--- src/rtl/qtncm_pkg.sv ---
// Package: shared widths, rate constants, node record type and saturation helper.
package qtncm_pkg;

  localparam int unsigned CellW     = 24;
  localparam int unsigned DistW     = 32;
  localparam int unsigned RateW     = 16;
  localparam int unsigned LambdaW   = 16;
  localparam int unsigned LambdaFrac = 8;

  localparam logic [LambdaW-1:0] LambdaReset = 16'd256;
  localparam logic [RateW-1:0]   LeafRate    = 16'd3;
  localparam logic [RateW-1:0]   NodeRate    = 16'd11;

  // Node result handed from the accumulator to the decision pipeline
  typedef struct packed {
    logic signed [DistW-1:0] ref_dist;
    logic signed [DistW-1:0] split_dist;
    logic [RateW-1:0]        rate;
    logic                    finest;
  } node_t;

  // Clamp a 34-bit signed sum into the 32-bit signed range
  function automatic logic signed [DistW-1:0] sat_dist(input logic signed [DistW+1:0] v);
    logic signed [DistW-1:0] res;
    if ((v[DistW+1] == v[DistW]) && (v[DistW] == v[DistW-1])) begin
      res = v[DistW-1:0];
    end else if (v[DistW+1]) begin
      res = {1'b1, {(DistW-1){1'b0}}};
    end else begin
      res = {1'b0, {(DistW-1){1'b1}}};
    end
    return res;
  endfunction

endpackage

--- src/rtl/qtncm_accum.sv ---
// Child accumulator: running saturated sums and the node record register.
module qtncm_accum import qtncm_pkg::*; (
  input  logic                     clk_i,
  input  logic                     rst_ni,
  input  logic                     in_valid_i,
  output logic                     in_ready_o,
  input  logic                     finest_i,
  input  logic signed [CellW-1:0]  cell_dist_i,
  input  logic signed [DistW-1:0]  child_ref_dist_i,
  input  logic signed [DistW-1:0]  child_split_dist_i,
  input  logic [RateW-1:0]         child_rate_i,
  input  logic                     last_i,
  output node_t                    node_o,
  output logic                     node_valid_o,
  input  logic                     node_ready_i
);

  logic signed [DistW-1:0] ref_sum_q, ref_sum_d;
  logic signed [DistW-1:0] split_sum_q, split_sum_d;
  logic [RateW-1:0]        rate_sum_q, rate_sum_d;
  logic                    node_valid_q;
  node_t                   node_q;

  logic                    accept;
  logic signed [DistW:0]   cell_ext, cell_neg, cref_ext, cref_neg, csplit_ext;
  logic signed [DistW:0]   ref_add, split_add, child_split_part;
  logic [RateW:0]          rate_acc, rate_node;
  logic [RateW-1:0]        node_rate;

  assign in_ready_o   = !node_valid_q || node_ready_i;
  assign accept       = in_valid_i && in_ready_o;
  assign node_o       = node_q;
  assign node_valid_o = node_valid_q;

  // Per-child contributions, 33 bits signed
  always_comb begin
    cell_ext   = {{(DistW+1-CellW){cell_dist_i[CellW-1]}}, cell_dist_i};
    cell_neg   = cell_dist_i[CellW-1] ? cell_ext : '0;
    cref_ext   = {child_ref_dist_i[DistW-1], child_ref_dist_i};
    cref_neg   = child_ref_dist_i[DistW-1] ? cref_ext : '0;
    csplit_ext = {child_split_dist_i[DistW-1], child_split_dist_i};
    // a splitting child brings its own split distance, a leaf its negative part
    child_split_part = (child_rate_i != '0) ? csplit_ext : cref_neg;
    if (finest_i) begin
      ref_add   = cell_ext;
      split_add = cell_neg;
    end else begin
      ref_add   = cell_ext + cref_ext;
      split_add = cell_neg + child_split_part;
    end
  end

  // Saturated sums including this child
  always_comb begin
    ref_sum_d   = sat_dist({{2{ref_sum_q[DistW-1]}}, ref_sum_q} + {ref_add[DistW], ref_add});
    split_sum_d = sat_dist({{2{split_sum_q[DistW-1]}}, split_sum_q}
                           + {split_add[DistW], split_add});
    rate_acc    = {1'b0, rate_sum_q} + {1'b0, child_rate_i};
    if (finest_i) begin
      rate_sum_d = rate_sum_q;
    end else begin
      rate_sum_d = rate_acc[RateW] ? '1 : rate_acc[RateW-1:0];
    end
    rate_node = {1'b0, rate_sum_d} + {1'b0, NodeRate};
    if (finest_i) begin
      node_rate = LeafRate;
    end else begin
      node_rate = rate_node[RateW] ? '1 : rate_node[RateW-1:0];
    end
  end

  // Running sums, cleared at the end of each node
  always_ff @(posedge clk_i or negedge rst_ni) begin
    if (!rst_ni) begin
      ref_sum_q    <= '0;
      split_sum_q  <= '0;
      rate_sum_q   <= '0;
      node_valid_q <= 1'b0;
    end else begin
      // a new node record replaces one that leaves, otherwise an unread one holds
      node_valid_q <= (accept && last_i) || (node_valid_q && !node_ready_i);
      if (accept) begin
        if (last_i) begin
          ref_sum_q    <= '0;
          split_sum_q  <= '0;
          rate_sum_q   <= '0;
        end else begin
          ref_sum_q   <= ref_sum_d;
          split_sum_q <= split_sum_d;
          rate_sum_q  <= rate_sum_d;
        end
      end
    end
  end

  // Node record, no reset needed
  always_ff @(posedge clk_i) begin
    if (accept && last_i) begin
      node_q.ref_dist   <= ref_sum_d;
      node_q.split_dist <= split_sum_d;
      node_q.rate       <= node_rate;
      node_q.finest     <= finest_i;
    end
  end

endmodule

--- src/rtl/quadtree_node_cost_merge.sv ---
// Top level: quadtree node cost merge with rate-distortion split decision.
// A node word passes through the node register, the lambda product register and
// the output register after its group_last child is accepted.
// Throughput: one child word and one node word per cycle while nothing stalls.
// A stage stalls only while the stage after it holds a stalled word; children
// without group_last only update the running sums. Reset clears the sums, all
// valid flags and sets lambda to 1.0 (256 in Q8.8).
module quadtree_node_cost_merge import qtncm_pkg::*; (
  input  logic          clk_i,
  input  logic          rst_ni,
  // configuration: lambda, unsigned Q8.8
  input  logic          cfg_we_i,
  input  logic [15:0]   cfg_wdata_i,
  // child words
  input  logic          s_axis_tvalid,
  output logic          s_axis_tready,
  // [23:0] cell_dist, [55:24] child_ref_dist, [87:56] child_split_dist,
  // [103:88] child_rate
  input  logic [103:0]  s_axis_tdata,
  // [0] finest_level
  input  logic          s_axis_tuser,
  input  logic          s_axis_tlast,
  // node words
  output logic          m_axis_tvalid,
  input  logic          m_axis_tready,
  // [31:0] ref_dist, [63:32] split_dist, [79:64] node_rate
  output logic [79:0]   m_axis_tdata
);

  logic [LambdaW-1:0]          lambda_q;
  node_t                       node;
  logic                        node_valid, node_ready;
  logic                        prod_valid_q, out_valid_q;
  logic                        out_ready;
  logic signed [DistW:0]       gain;
  logic signed [LambdaW+DistW:0] prod_d, prod_q;
  node_t                       node2_q;
  logic signed [LambdaW+DistW+1:0] cost;
  logic                        keep;
  logic signed [DistW-1:0]     ref_out_q, split_out_q;
  logic [RateW-1:0]            rate_out_q;

  // Lambda register
  always_ff @(posedge clk_i or negedge rst_ni) begin
    if (!rst_ni) begin
      lambda_q <= LambdaReset;
    end else if (cfg_we_i) begin
      lambda_q <= cfg_wdata_i;
    end
  end

  qtncm_accum u_accum (
    .clk_i              (clk_i),
    .rst_ni             (rst_ni),
    .in_valid_i         (s_axis_tvalid),
    .in_ready_o         (s_axis_tready),
    .finest_i           (s_axis_tuser),
    .cell_dist_i        (s_axis_tdata[23:0]),
    .child_ref_dist_i   (s_axis_tdata[55:24]),
    .child_split_dist_i (s_axis_tdata[87:56]),
    .child_rate_i       (s_axis_tdata[103:88]),
    .last_i             (s_axis_tlast),
    .node_o             (node),
    .node_valid_o       (node_valid),
    .node_ready_i       (node_ready)
  );

  // Stall chain
  assign out_ready  = !out_valid_q || m_axis_tready;
  assign node_ready = !prod_valid_q || out_ready;

  // Split gain times lambda
  always_comb begin
    gain   = {node.split_dist[DistW-1], node.split_dist}
             - (node.ref_dist[DistW-1] ? {node.ref_dist[DistW-1], node.ref_dist} : '0);
    prod_d = $signed({1'b0, lambda_q}) * gain;
  end

  // Rate plus weighted gain, strict test at the finest level
  always_comb begin
    cost = {{(LambdaW+DistW+2-RateW-LambdaFrac){1'b0}}, node2_q.rate, {LambdaFrac{1'b0}}}
           + {prod_q[LambdaW+DistW], prod_q};
    if (node2_q.finest) begin
      keep = cost[LambdaW+DistW+1];
    end else begin
      keep = cost[LambdaW+DistW+1] || (cost == '0);
    end
  end

  // Valid flags
  always_ff @(posedge clk_i or negedge rst_ni) begin
    if (!rst_ni) begin
      prod_valid_q <= 1'b0;
      out_valid_q  <= 1'b0;
    end else begin
      if (node_ready) begin
        prod_valid_q <= node_valid;
      end
      if (out_ready) begin
        out_valid_q <= prod_valid_q;
      end
    end
  end

  // Payload stages
  always_ff @(posedge clk_i) begin
    if (node_ready && node_valid) begin
      prod_q  <= prod_d;
      node2_q <= node;
    end
    if (out_ready && prod_valid_q) begin
      ref_out_q   <= node2_q.ref_dist;
      split_out_q <= node2_q.split_dist;
      rate_out_q  <= keep ? node2_q.rate : '0;
    end
  end

  assign m_axis_tvalid = out_valid_q;
  assign m_axis_tdata  = {rate_out_q, split_out_q, ref_out_q};

endmodule

--- config.mk ---
export PLATFORM = sky130hd
export DESIGN_NAME = quadtree_node_cost_merge
export DESIGN_NICKNAME = d
export VERILOG_FILES = /design/src/rtl/qtncm_pkg.sv /design/src/rtl/qtncm_accum.sv /design/src/rtl/quadtree_node_cost_merge.sv
export SDC_FILE = /design/constraint.sdc
export NUM_CORES = 2
export LEC_CHECK = 0
export BUFFER_PORTS_ARGS = -buffer_cell sky130_fd_sc_hd__buf_2
export CAP_MARGIN = 0
export CORE_UTILIZATION = 40
export CTS_CLUSTER_DIAMETER = 50
export DETAILED_ROUTE_END_ITERATION = 8
export SYNTH_ARGS = -nofsm -noshare
export SYNTH_HDL_FRONTEND = slang
export SYNTH_SLANG_ARGS = --single-unit
--- constraint.sdc ---
create_clock -name clk_i -period 22.7 [get_ports clk_i]
set_input_delay 4.54 -clock clk_i [delete_from_list [all_inputs] [get_ports clk_i]]
set_output_delay 4.54 -clock clk_i [all_outputs]
set_load 0.02 [all_outputs]
==> qor.txt <==
==================================================================================
Top achievable clock speed                                                80.8 MHz
Share of final-layout standard cells stronger than drive strength 1          9.54%
Most crowded layer after global routing                                       met2
I/O Buffers                                                                    208
Top cells by area in the synthesized netlist                          sky130_fd_sc_hd__fa_1 (22%), sky130_fd_sc_hd__edfxtp_1 (19%), sky130_fd_sc_hd__ha_1 (8.7%)
Die width                                                                   339 um
Core box area                                                          113,000 um2
Remaining design rule violation count                                            0
Number of vias in the routed layout                                          35.6k
Initial standard-cell utilization of the core                                40.4%
Filler cells                                                                 11.0k
Fraction of registers with async set/reset                                   25.4%
Synth cell types                                                               108
# H-tree levels                                                                  2
Slowest stage delay, CP                                                    0.70 ns
Clock tree from TritonCTS                                                      yes
Crit path launch type                                                 primary input
Outcome                                                               complete, no violations
Number of enable flip-flop cells after synthesis                               291
Pin count of the biggest net entering global routing                            76
Crit end category                                                             flop
Iteration-0 DRC count of the detailed router                                 2,281
Buffer cell driving the clock tree root                               sky130_fd_sc_hd__clkbuf_16
Hold WC Path Type                                                          reg2reg
Max-cap check violation count                                                    0
Clock tree buffer depth                                                          3
Die ar.                                                                115,000 um2
CP Data Arrival Time                                                      12.88 ns
Maximum fanout encountered on the critical timing path                          63
Synth top area share                                                         22.0%
Antenna Nets Post-Route                                                          0
Critical-path cell with the highest stage delay                       sky130_fd_sc_hd__nand2b_1
Main flop type after synthesis                                        sky130_fd_sc_hd__edfxtp_1
Buffers inserted by post-CTS timing repair                                       0
# nets final                                                                 5,917
Synthesized Nets                                                             5,830
Antenna violations before repair                                                 1
Worst setup path category                                                   in2reg
Routed wire per std cell                                                   20.0 um
Worst relative slew slack                                                    21.9%
Global routing usage on met1                                                 30.6%
Clock sinks                                                                    390
Chip height                                                                 339 um
Count of final max-slew check failures                                           0
Io pins                                                                        209
Number of hold buffers added after cts                                           0
CTS Buf Count                                                                   54
Clock slew at reported path FFs                                            0.06 ns
Unrepaired setup endpoints after global routing                              false
Hold Fails Final Rpt                                                             0
Final setup violating endpoints                                                  0
Most frequent cell on the critical path                               sky130_fd_sc_hd__o211ai_1
Ratio of final minimum period to clock period                                54.5%
Post-synthesis instance total                                                4,889
Sum of negative setup slack                                                   0 ns
Number of instances resized during post-cts repair                               0
1st-pass router iterations                                                       5
Final HPWL DP                                                           102,000 um
Seq cells post-synth                                                           390
Sequential-to-total area share from yosys stat                               24.7%
CP Data Required Time                                                     23.21 ns
Mean post-synth cell area                                                 9.31 um2
Via count of the first global-routing pass                                   36.3k
Final worst clock skew                                                   0.0374 ns
YS warnings                                                                      0
Post-layout minimum cycle time                                            12.38 ns
Slew of the pin with the lowest slew margin                                1.17 ns
Overflow left after global routing                                               0
First-pass GRT wire length                                              206,000 um
Cell area after synthesis                                               45,500 um2
Clock latency of the later-clocked register in the worst-skew pair         0.63 ns
Largest area contributor in the synthesized netlist                   sky130_fd_sc_hd__fa_1
Post-synthesis to final-layout area growth                                   9.63%
GR Util met2                                                                 38.1%
Placer's final routability congestion estimate                               0.926
Overall track demand over capacity in global routing                         22.7%
Std-Cell Rows                                                                  123
Total wirelength of the detailed-routed design                          130,000 um
Drt via density                                                               5.47
Global-route track usage on met3                                             2.83%
==================================================================================
## logic make-up (layout without fill, tap and decap cells)
family                   Yosys count  in the layout  synth area share (%)
AO/OA/AOI/OAI                   1063           1063                  15.4
other                              0              1                     0
flip-flops                       390            390                  24.7
XOR/XNOR                         208            208                  4.00
adder cells (fa/ha/maj)          816            816                  30.7
AND/OR/NAND/NOR                 1455           1455                  16.3
multiplexers                      61             61                  1.46
buffers and inverters            896           1028                  7.52
## per-layer routing
metal | up-vias | wire, um
met5 | - | 0
met4 | 0 | 3930
met3 | 188 | 6900
met2 | 1003 | 61600
met1 | 17700 | 57700
li1 | 16700 | -
## cells in the mapped netlist (all sizes together), types with 34 or more instances
| master | count |
|---|---|
| inv | 663 |
| nand2 | 564 |
| fa | 499 |
| ha | 315 |
| edfxtp | 291 |
| o21ai | 281 |
| a21oi | 226 |
| and2 | 220 |
| clkbuf | 209 |
| nor2 | 141 |
| xnor2 | 128 |
| a21o | 113 |
| dfrtp | 98 |
| nand2b | 82 |
| xor2 | 80 |
| nand3 | 76 |
| nor2b | 76 |
| nor3 | 65 |
| o21a | 57 |
| o211ai | 52 |
| a31oi | 45 |
| and3 | 45 |
| nand4 | 45 |
| mux2 | 44 |
| a211oi | 37 |
| o21bai | 34 |
## metrics by stage
stage               utilization [%]  cell area [um2]  cells  hold WS [ns]  setup slack, ns
finish                         44.3            49900   6522         0.399            10.32
floorplan                         -            45500   4889         0.400            11.96
CTS                            44.3            49900   6521         0.392            10.45
detailed placement             42.6            48000   6420         0.405             9.82
global placement               42.6            48000   6420         0.400             9.93
global route                   44.3            49900   6521         0.413             9.67
## placed cells by master (no fill, tap or decap), types with 140 or more instances in the layout
master | netlist | routed
sky130_fd_sc_hd__buf_2 | 8 | 206
sky130_fd_sc_hd__nor2_1 | 140 | 140
sky130_fd_sc_hd__and2_1 | 219 | 217
sky130_fd_sc_hd__nand2_1 | 564 | 563
sky130_fd_sc_hd__a21oi_1 | 223 | 221
sky130_fd_sc_hd__edfxtp_1 | 291 | 291
sky130_fd_sc_hd__inv_1 | 663 | 662
sky130_fd_sc_hd__ha_1 | 315 | 315
sky130_fd_sc_hd__fa_1 | 499 | 499
sky130_fd_sc_hd__o21ai_0 | 268 | 268
## sequential cells by signal (all words and copies together), names as in the netlist, 32 cells and up
name / flops
u_accum.split_sum_q: 32
split_out_q: 32
prod_q: 49
u_accum.ref_sum_q: 32
node2_q: 81
ref_out_q: 32
u_accum.node_o: 81
## cell type report
type	count	area, um2	share of cell area (%)
Multi-Input combinational cell	3603	31000	62.1
Sequential cell	390	11200	22.5
Inverter	664	2490	5.00
Tap cell	1500	1880	3.76
Timing Repair Buffer	263	1460	2.92
Clock buffer	65	1450	2.90
Clock inverter	36	415	0.833
Antenna cell	1	2.50	0.00502
## critical path, delay by kind of cell
family,cells,cell delay (ns)
buffers and inverters,3,0.74
and+or+nand+nor,10,2.88
AOI/OAI and AO/OA,13,3.58
adders and majority gates,3,1.10
## path summary, 6_finish.rpt
kind / from / end / slack (ns) / depth (start not counted)
worst max-delay path: s_axis_tdata[99] / u_accum.split_sum_q[2] / 10.32 / 29
worst min-delay path: node2_q[54] / ref_out_q[5] / 0.40 / 0
worst max register to register: u_accum.node_o[80] / prod_q[47] / 11.54 / 32
worst min register to register: node2_q[54] / ref_out_q[5] / 0.40 / 0
max in group asynchronous: rst_ni / lambda_q[10] / 17.35 / 2
min in group asynchronous: rst_ni / u_accum.rate_sum_q[14] / 3.88 / 1
Power is not shown: default switching activity piles up to over one toggle a cycle in this logic, so the estimate is an artifact.
